<file path="src/hdl/ius2c_pkg.sv">
package ius2c_pkg;

	// Default and reset values of the configuration registers.
	localparam int MAX_WIDTH_DEF = 2048;
	localparam logic [11:0] WIDTH_RST = 12'd640;
	localparam logic [11:0] HEIGHT_RST = 12'd480;

	// Register indexes on the configuration port.
	typedef enum logic {
		REG_WIDTH  = 1'b0,
		REG_HEIGHT = 1'b1
	} reg_idx_t;

	// One BGR pixel, blue in the low byte.
	typedef logic [23:0] pix_t;

	// Source window: row 0 is the oldest row (r-3), column 0 the oldest column (c-3).
	typedef pix_t [3:0][3:0] win_t;

	// Work for the back end: one window and the range of 2x2 blocks it finishes.
	typedef struct packed {
		win_t        win;
		logic [1:0]  dx_lo;
		logic [1:0]  dx_hi;
		logic [1:0]  dy_lo;
		logic [1:0]  dy_hi;
		logic [1:0]  clo;
		logic [1:0]  rlo;
		logic [11:0] ocol_base;
		logic [12:0] orow_base;
	} job_t;

	// One channel of the four-tap filter, rounded half up and clamped.
	function automatic logic [7:0] tap1(input logic [7:0] a, input logic [7:0] b,
			input logic [7:0] c, input logic [7:0] d);
		logic [12:0] pos;
		logic [12:0] neg;
		logic [12:0] diff;
		logic [8:0]  q;
		pos = 13'(({5'b0, b} + {5'b0, c}) * 13'd9) + 13'd8;
		neg = {5'b0, a} + {5'b0, d};
		diff = pos - neg;
		q = diff[12:4];
		if (pos < neg) begin
			return 8'd0;
		end else if (q > 9'd255) begin
			return 8'd255;
		end else begin
			return q[7:0];
		end
	endfunction

	// The filter applied to all three channels.
	function automatic pix_t tap(input pix_t a, input pix_t b, input pix_t c, input pix_t d);
		pix_t r;
		for (int k = 0; k < 3; k++) begin
			r[k*8 +: 8] = tap1(a[k*8 +: 8], b[k*8 +: 8], c[k*8 +: 8], d[k*8 +: 8]);
		end
		return r;
	endfunction

	// Window index for an offset, held inside [lo, 3] to replicate the edges.
	function automatic logic [1:0] clamp_idx(input logic [2:0] v, input logic [1:0] lo);
		logic [1:0] r;
		r = (v > 3'd3) ? 2'd3 : v[1:0];
		if (r < lo) begin
			r = lo;
		end
		return r;
	endfunction

endpackage

</file>
<file path="src/hdl/ius2c_queue.sv">
module ius2c_queue import ius2c_pkg::*; (
	input  logic clk,
	input  logic arst_n,
	input  logic in_valid,
	output logic in_ready,
	input  job_t in_job,
	output logic out_valid,
	input  logic out_ready,
	output job_t out_job
);

	job_t       mem_q [2];
	logic       wptr_q;
	logic       rptr_q;
	logic [1:0] cnt_q;
	logic       push;
	logic       pop;

	assign in_ready = (cnt_q != 2'd2);
	assign out_valid = (cnt_q != 2'd0);
	assign push = in_valid && in_ready;
	assign pop = out_valid && out_ready;
	assign out_job = mem_q[rptr_q];

	// Two-entry queue between the front and back ends.
	always_ff @(posedge clk or negedge arst_n) begin
		if (!arst_n) begin
			wptr_q <= 1'b0;
			rptr_q <= 1'b0;
			cnt_q <= 2'd0;
		end else begin
			if (push) begin
				wptr_q <= !wptr_q;
			end
			if (pop) begin
				rptr_q <= !rptr_q;
			end
			if (push && !pop) begin
				cnt_q <= cnt_q + 2'd1;
			end else if (pop && !push) begin
				cnt_q <= cnt_q - 2'd1;
			end
		end
	end

	always_ff @(posedge clk) begin
		if (push) begin
			mem_q[wptr_q] <= in_job;
		end
	end

endmodule

</file>
<file path="config.mk">
export PLATFORM = sky130hd
export DESIGN_NAME = ius2c_queue
export DESIGN_NICKNAME = d
export VERILOG_FILES = /design/src/hdl/ius2c_pkg.sv /design/src/hdl/ius2c_queue.sv
export SDC_FILE = /design/constraint.sdc
export NUM_CORES = 1
export LEC_CHECK = 0
export BUFFER_PORTS_ARGS = -buffer_cell sky130_fd_sc_hd__buf_2
export CORE_AREA = 5 5 329 331
export CTS_CLUSTER_SIZE = 40
export DETAILED_ROUTE_END_ITERATION = 6
export DIE_AREA = 0 0 334 336
export HOLD_SLACK_MARGIN = 0.15
export PLACE_DENSITY_LB_ADDON = 0.3
export SLEW_MARGIN = 15
export SYNTH_ARGS = -nofsm -noshare
export SYNTH_HDL_FRONTEND = slang
export SYNTH_SLANG_ARGS = --single-unit
</file>
<file path="constraint.sdc">
create_clock -name clk -period 27.5 [get_ports clk]
set_clock_uncertainty 0.1 [all_clocks]
set_input_delay 4.125 -clock clk [delete_from_list [all_inputs] [get_ports clk]]
set_output_delay 4.125 -clock clk [all_outputs]
set_load 0.02 [all_outputs]
</file>
# Yosys cells after proc, flatten, opt, wreduce, memory -nomap -nowiden
# Memories as Yosys holds them, arrays and structs flattened.
# Index checks and enable logic that the tools add are counted.
dict set report totals {
  wordCells 21
  regBits 4
  mem_bits_rw 842
  mem_count 1
  inputBits 425
  output_inout_bits 423
}
dict set report op_classes {
  n_addsub 2
  n_reduce_logical 10
  mux 4
  eq_ne 1
}
# name depth width rd rd_ports_with_merged_regs write_ports line_no
set memory_table {}
lappend memory_table {mem_q 2 421 1 0 1 ius2c_queue.sv:12} ;# job_t mem_q [2];
# op count
set op_table {}
lappend op_table {{logical AND 1 bit} 4}
lappend op_table {{zero test 1 bit} 4}
lappend op_table {{2-to-1 mux 2 bit} 2}
lappend op_table {{nonzero test 2 bit} 2}
lappend op_table {{adder 2 x 1 -> 2 bit, second input constant} 1}
lappend op_table {{2-to-1 mux 1 bit} 2}
lappend op_table {{!= test 2 bit, second input constant} 1}
lappend op_table {{subtractor 2 x 1 -> 2 bit, second input constant} 1}

# Longest topological paths before layout
# Gate-level depths: netlist of run 1.
dict set report logic_depth {
  word_depth 6
  depth_mapped 7
  mapped_depth_nobuf 7
}

# Worst setup path after synthesis of run 1
# OpenSTA, ideal clock, no wires.
dict set report synth_timing {
  kind {input-to-reg}
  from {input port in_valid}
  to {memory mem_q[0][0] (netlist name) (enable)}
  t_arrival_ns 21.636
  stages 2
  setup_slack_ns 4.550
  required_ns 26.185
  path_cell_list {nand2_1 nor2_1}
}
dict set report synth_between {
  elab_chain_cells 3
}
# item line_no
set synth_lines {}
lappend synth_lines {{from (decl)} ius2c_queue.sv:4} ;# input logic in_valid,
lappend synth_lines {{logical AND 1 bit} ius2c_queue.sv:21} ;# assign push = in_valid && in_ready;
lappend synth_lines {{2-to-1 mux 1 bit} ius2c_queue.sv:47} ;# if (push) begin
lappend synth_lines {{2-to-1 mux 1 bit (not written as such)} ius2c_queue.sv:48} ;# mem_q[wptr_q] <= in_job;
lappend synth_lines {{to (decl)} ius2c_queue.sv:12}
# Every way passes these cells.

==> flow_metrics.env, run 1 <==
export IMPL_rows=119
export IMPL_max_vdd_ir_drop_mv=0.0728
export IMPL_final_antenna_net_count=0
export IMPL_wire_per_inst_um=22.0
export IMPL_synthToLayoutAreaGrowth_pct=25.6
export IMPL_timing_final_crit_share_pct=33.5
export IMPL_die_area_mm2=0.112
export IMPL_gp_congestion=0.812
export IMPL_clock_path_buffers=3
export IMPL_timing_fmax_ghz=0.108
export IMPL_avgSynthCellArea_um2=24.3
export IMPL_finish_net_count=2664
export IMPL_first_pass_iters=4
export IMPL_start_kind="flip-flop"
export IMPL_switchingPower_mw=1.53
export IMPL_yosys_area_top_type="edfxtp_1"
export IMPL_cp_required_ns=23.27
export IMPL_io_pins=848
export IMPL_grt_usage_pct=13.7
export IMPL_maxCapViolCount=0
export IMPL_first_iter_violations=874
export IMPL_seqPwrFrac_pct=40.0
export IMPL_relSlewSlack_pct=25.8
export IMPL_grt_max_degree=125
export IMPL_worstPathCellList="buf_4 -> buf_4 -> buf_12 -> mux2_2 -> buf_2"
export IMPL_cp_slowest_cell="buf_4"
export IMPL_dp_hpwl_mm=58.4
export IMPL_cts_root_buf="clkbuf_16"
export IMPL_drive_gt1_share_pct=61.1
export IMPL_slew_viol_final=0
export IMPL_combPwrFrac_pct=35.5
export IMPL_drc_errors=0
export IMPL_max_slew_worst_pin_slew_ns=1.11
export IMPL_num_vias=16000
export IMPL_cts_sinks=846
export IMPL_antenna_found_initial=26
export IMPL_power_mw=4.64
export IMPL_cts_hold_buf=0
export IMPL_power_clock_fraction_pct=24.5
export IMPL_port_buffers=847
export IMPL_cp_common_cell="buf_4"
export IMPL_internal_power_mw=3.11
export IMPL_rsz0062_at_grt="false"
export IMPL_min_period_ns=9.22
export IMPL_cts_max_level=3
export IMPL_tns_ns=0
export IMPL_stdcell_area_mm2=0.0406
export IMPL_p_leak_nw=16.0
export IMPL_die_y_um=336
export IMPL_finalSetupViolations=0
export IMPL_powerDensity_mw_per_mm2=114
export IMPL_hold_viol=0
export IMPL_clkTransAtPathRegs_ns=0.06
export IMPL_ys_ff_latch=846
export IMPL_seq_area_frac_synth_pct=78.5
export IMPL_cp_end_kind="output pin"
export IMPL_hp_class="reg2reg"
export IMPL_placed_area_mm2=0.0378
export IMPL_wl_mm=81.7
export IMPL_grt_pass1_vias=17400
export IMPL_post_cts_resized=0
export IMPL_slowest_delay_ns=0.97
export IMPL_numCtsBuffers=91
export IMPL_status="finished, final reports clean"
export IMPL_syn_inst=1328
export IMPL_postCtsSetupBuffers=0
export IMPL_synth_top_cell_area_share_pct=78.2
export IMPL_crit_arrival_ns=4.99
export IMPL_cp_num_buf_inv=4
export IMPL_whs_ns=0.399
export IMPL_overflow=0
export IMPL_post_drt_via_cell_ratio=4.32
export IMPL_ys_types=17
export IMPL_syn_nets=1754
export IMPL_switching_share_pct=33.0
export IMPL_netlist_area_mm2=0.0323
export IMPL_ys_warnings_count=0
export IMPL_critical_path_class="reg2out"
export IMPL_clk_latency_ns=0.63
export IMPL_core_mm2=0.105
export IMPL_cp_top_family="buffers and inverters"
export IMPL_grt_pass1_wl_mm=114
export IMPL_synth_area_leaders="edfxtp_1, mux2_4, buf_8"
export IMPL_die_w_um=334
export IMPL_crit_path_max_fanout=124
export IMPL_cts_tree="built"
export IMPL_initial_core_util_pct=30.8
-- path summary, 6_finish.rpt --
check / from / slack [ns] / end / depth (start not counted)
max in group asynchronous: arst_n / 23.93 / rptr_q / 1
min in group asynchronous: arst_n / 3.21 / rptr_q / 1
worst max register to register: cnt_q[0] / 22.74 / mem_q[0][376] / 6
worst min-delay path: cnt_q[1] / 0.40 / cnt_q[1] / 1
worst max-delay path: rptr_q / 18.28 / out_job[420] / 5
worst min register to register: cnt_q[1] / 0.40 / cnt_q[1] / 1
-- cell families (layout without fill, tap and decap cells) --
family	Yosys count	in the layout	synth area share, %
XOR/XNOR	5	5	0.136
adder cells (fa/ha/maj)	1	1	0.0387
buffers and inverters	48	1023	2.09
flip-flops	846	846	78.5
multiplexers	421	421	19.1
other	0	18	0
AND/OR/NAND/NOR	7	7	0.105
-- per-stage QoR --
step,setup slack (ns),cells,utilization (%)
final,18.28,3712,38.7
after global routing,18.07,3701,38.7
after CTS,18.21,3694,38.7
after detailed placement,18.97,3536,36.1
after global placement,19.03,3536,36.1
after floorplan,4.55,1328,-
-- power by group through the flow --
stage	sequential, mW	combinational (mW)	clock (mW)
detailed placement	1.88	1.67	0
finish	1.86	1.64	1.14
CTS	1.86	1.67	1.18
floorplan	2.03	1.24	0
global placement	1.88	1.66	0
global route	1.88	1.72	1.24
-- layer usage --
layer	share of wire (%)	global-route usage [%]	wire length, µm	vias to the layer above
li1	-	-	-	7182
met1	36	14.6	29100	8035
met2	53	24.8	43000	647
met3	8.7	4.99	7080	143
met4	2.9	5.29	2410	20
met5	0.16	0	128	-
-- cells in the final DEF (no fill, tap or decap), types with 3 or more instances in the layout --
cell type    n
mux2_2      41
clkinv_8     3
edfxtp_1   842
clkinv_2    14
clkbuf_1    18
bufinv_16    4
diode_2     18
clkinv_1    21
dfrtp_1      3
clkbuf_16   92
mux2_4     380
buf_2      847
buf_4       15
xnor2_1      3
-- flip-flops by register name (all words and copies together) (netlist names) --
register,flops
rptr_q,1
cnt_q,2
mem_q,842
wptr_q,1
-- area by class of cell --
| cell class | count | area (µm²) |
|---|---|---|
| Fill cell | 9703 | 64200 |
| Sequential cell | 846 | 25400 |
| Multi-Input combinational cell | 434 | 6270 |
| Timing Repair Buffer | 864 | 4390 |
| Clock buffer | 112 | 2400 |
| Tap cell | 1391 | 1740 |
| Clock inverter | 46 | 363 |
| Antenna cell | 18 | 45.0 |
| Inverter | 1 | 3.75 |
-- worst reg2reg max path, cell delays in order, from the launching register on --
cell and delay, ns:
dfrtp_1 0.39, nand2b_1 0.16, nand2_1 0.14, nor2_4 0.67, buf_4 0.90, buf_4 0.92, buf_4 1.03
-- cells in the mapped netlist --
cell type,number
buf_6,1
xor2_1,2
buf_8,40
mux2_2,41
and3_1,1
inv_1,1
nand2b_1,1
nor2_1,2
edfxtp_1,842
xnor2_1,3
or2_2,1
buf_12,2
ha_1,1
mux2_4,380
nand2_1,2
dfrtp_1,4
buf_2,4
No activity file was read; power rests on OpenSTA's default activity.
==> inputs of run 2 (changes only) <==
==> constraint.sdc (replaced) <==
create_clock -name clk -period 9.65 [get_ports clk]
set_clock_uncertainty 0.1 [all_clocks]
set_input_delay 1.4475 -clock clk [delete_from_list [all_inputs] [get_ports clk]]
set_output_delay 1.4475 -clock clk [all_outputs]
set_load 0.02 [all_outputs]
==> run 2 against run 1 <==
First-iteration DRC count decreased by 22%. Flip-flop and latch count unchanged. Via count decreased by 0.56%. Register-to-register slack got worse by 16 ns. Total power grew to 2.9 times the previous value. Setup slack got worse by 14 ns. Sequential share of layout area decreased by 0.38 points. Cell count increased by 0.19%. Critical path depth fell by 1. Sequential power grew to 2.8 times the previous value. Critical path type unchanged. Critical endpoint is now out_job[113]. Largest power group unchanged. Highest routed layer unchanged.
==> flow_metrics.env, run 2 (synthesis results as in run 1) <==
export IMPL_cp_required_ns=8.10
export IMPL_synthToLayoutAreaGrowth_pct=26.4
export IMPL_regArea_mm2=0.0254
export IMPL_cts_tree="built"
export IMPL_clock_path_buffers=3
export IMPL_wire_per_inst_um=20.9
export IMPL_core_mm2=0.105
export IMPL_post_drt_via_cell_ratio=4.29
export IMPL_critical_path_class="reg2out"
export IMPL_hp_class="reg2reg"
export IMPL_min_to="cnt_q[1]"
export IMPL_hold_viol=0
export IMPL_worstPathCellList="buf_12 -> buf_4 -> mux2_4 -> buf_2"
export IMPL_grt_max_degree=156
export IMPL_final_cell_mix="buf_2, edfxtp_1, mux2_4"
export IMPL_fin_ws_ns=4.36
export IMPL_finish_net_count=2662
export IMPL_reg2reg_slack_ns=6.30
export IMPL_whs_ns=0.412
export IMPL_io_pins=848
export IMPL_stdcell_area_mm2=0.0408
export IMPL_cts_max_level=3
export IMPL_multiInputGateArea_mm2=0.00627
export IMPL_clk_latency_ns=0.64
export IMPL_placed_area_mm2=0.0378
export IMPL_place_ws_ns=5.09
export IMPL_r2r_start="cnt_q[0]"
export IMPL_first_iter_violations=683
export IMPL_tns_ns=0
export IMPL_slew_viol_final=0
export IMPL_num_vias=15900
export IMPL_slowest_delay_ns=0.99
export IMPL_cp_num_buf_inv=3
export IMPL_min_period_ns=5.29
export IMPL_wl_mm=77.8
export IMPL_die_w_um=334
export IMPL_initial_core_util_pct=30.8
export IMPL_first_pass_iters=6
export IMPL_grt_pass1_wl_mm=110
export IMPL_cp_end_kind="output pin"
export IMPL_postLayoutCoreUtil_pct=39.0
export IMPL_max_vdd_ir_drop_mv=0.193
export IMPL_timing_fmax_ghz=0.189
export IMPL_crit_arrival_ns=3.74
export IMPL_timing_final_crit_share_pct=54.8
export IMPL_crit_path_max_fanout=113
export IMPL_drc_errors=0
export IMPL_cts_root_buf="clkbuf_16"
export IMPL_overflow=0
export IMPL_cts_sinks=846
export IMPL_gp_congestion=0.805
export IMPL_p_leak_nw=16.1
export IMPL_powerDensity_mw_per_mm2=328
export IMPL_grt_pass1_vias=17200
export IMPL_grt_usage_pct=13.1
export IMPL_die_y_um=336
export IMPL_cts_hold_buf=0
export IMPL_postCtsSetupBuffers=0
export IMPL_finalSetupViolations=0
export IMPL_cp_top_family="buffers and inverters"
export IMPL_maxCapViolCount=0
export IMPL_rsz0062_at_grt="false"
export IMPL_final_antenna_net_count=0
export IMPL_relSlewSlack_pct=17.9
export IMPL_top_register="mem_q"
export IMPL_min_delay_start="cnt_q[1]"
export IMPL_fillers=9661
export IMPL_clkTransAtPathRegs_ns=0.05
export IMPL_die_area_mm2=0.112
export IMPL_drive_gt1_share_pct=61.4
export IMPL_cp_slowest_cell="dfrtp_4"
export IMPL_dp_hpwl_mm=55.8
export IMPL_rows=119
export IMPL_port_buffers=847
export IMPL_largest_reg_flops=842
export IMPL_rr_endpoint="mem_q[0][94]"
export IMPL_status="finished, final reports clean"
export IMPL_antenna_found_initial=28
export IMPL_post_cts_resized=0
export IMPL_numCtsBuffers=90
export IMPL_start_kind="flip-flop"
export IMPL_min_path_cells=1
export IMPL_r2r_cells=5
export IMPL_max_slew_worst_pin_slew_ns=1.23
export IMPL_final_common_cell="buf_2"
export IMPL_largestRegisters="mem_q x842, cnt_q x2"
-- run 2: report_power, final --
group          switching [mW]  internal, mW  total [mW]
Combinational            2.76          1.97        4.72
Clock                    1.39          2.04        3.42
Sequential              0.235          5.03        5.27
-- run 2: how the worst max path moves through the flow --
stage	start	to	slack (ns)	cells past startpoint
floorplan	in_valid	mem_q[0][0]	1.28	2
global placement	rptr_q	out_job[29]	5.15	4
detailed placement	rptr_q	out_job[30]	5.09	4
CTS	rptr_q	out_job[30]	4.33	4
global route	rptr_q	out_job[52]	4.22	4
finish	rptr_q	out_job[113]	4.36	4
-- run 2: area by class of cell --
type | instances | area share (%)
Inverter | 1 | 0.00919
Clock buffer | 107 | 5.83
Tap cell | 1391 | 4.26
Multi-Input combinational cell | 434 | 15.3
Antenna cell | 17 | 0.104
Clock inverter | 60 | 1.45
Timing Repair Buffer | 863 | 10.9
Sequential cell | 846 | 62.2
-- run 2: metrics by stage --
step / std cells / power [mW]
after floorplan: 1328 / 8.98
after global placement: 3535 / 10.1
after detailed placement: 3535 / 10.1
after CTS: 3702 / 13.6
after global routing: 3711 / 14.0
final: 3719 / 13.4
-- run 2: per-layer routing --
metal / routed length [µm] / global-route usage [%] / vias to the layer above
met5: 110 / 0 / -
met4: 1990 / 5.02 / 16
met1: 27300 / 13.5 / 8000
met3: 7130 / 5.41 / 127
met2: 41300 / 23.8 / 609
li1: - / - / 7185
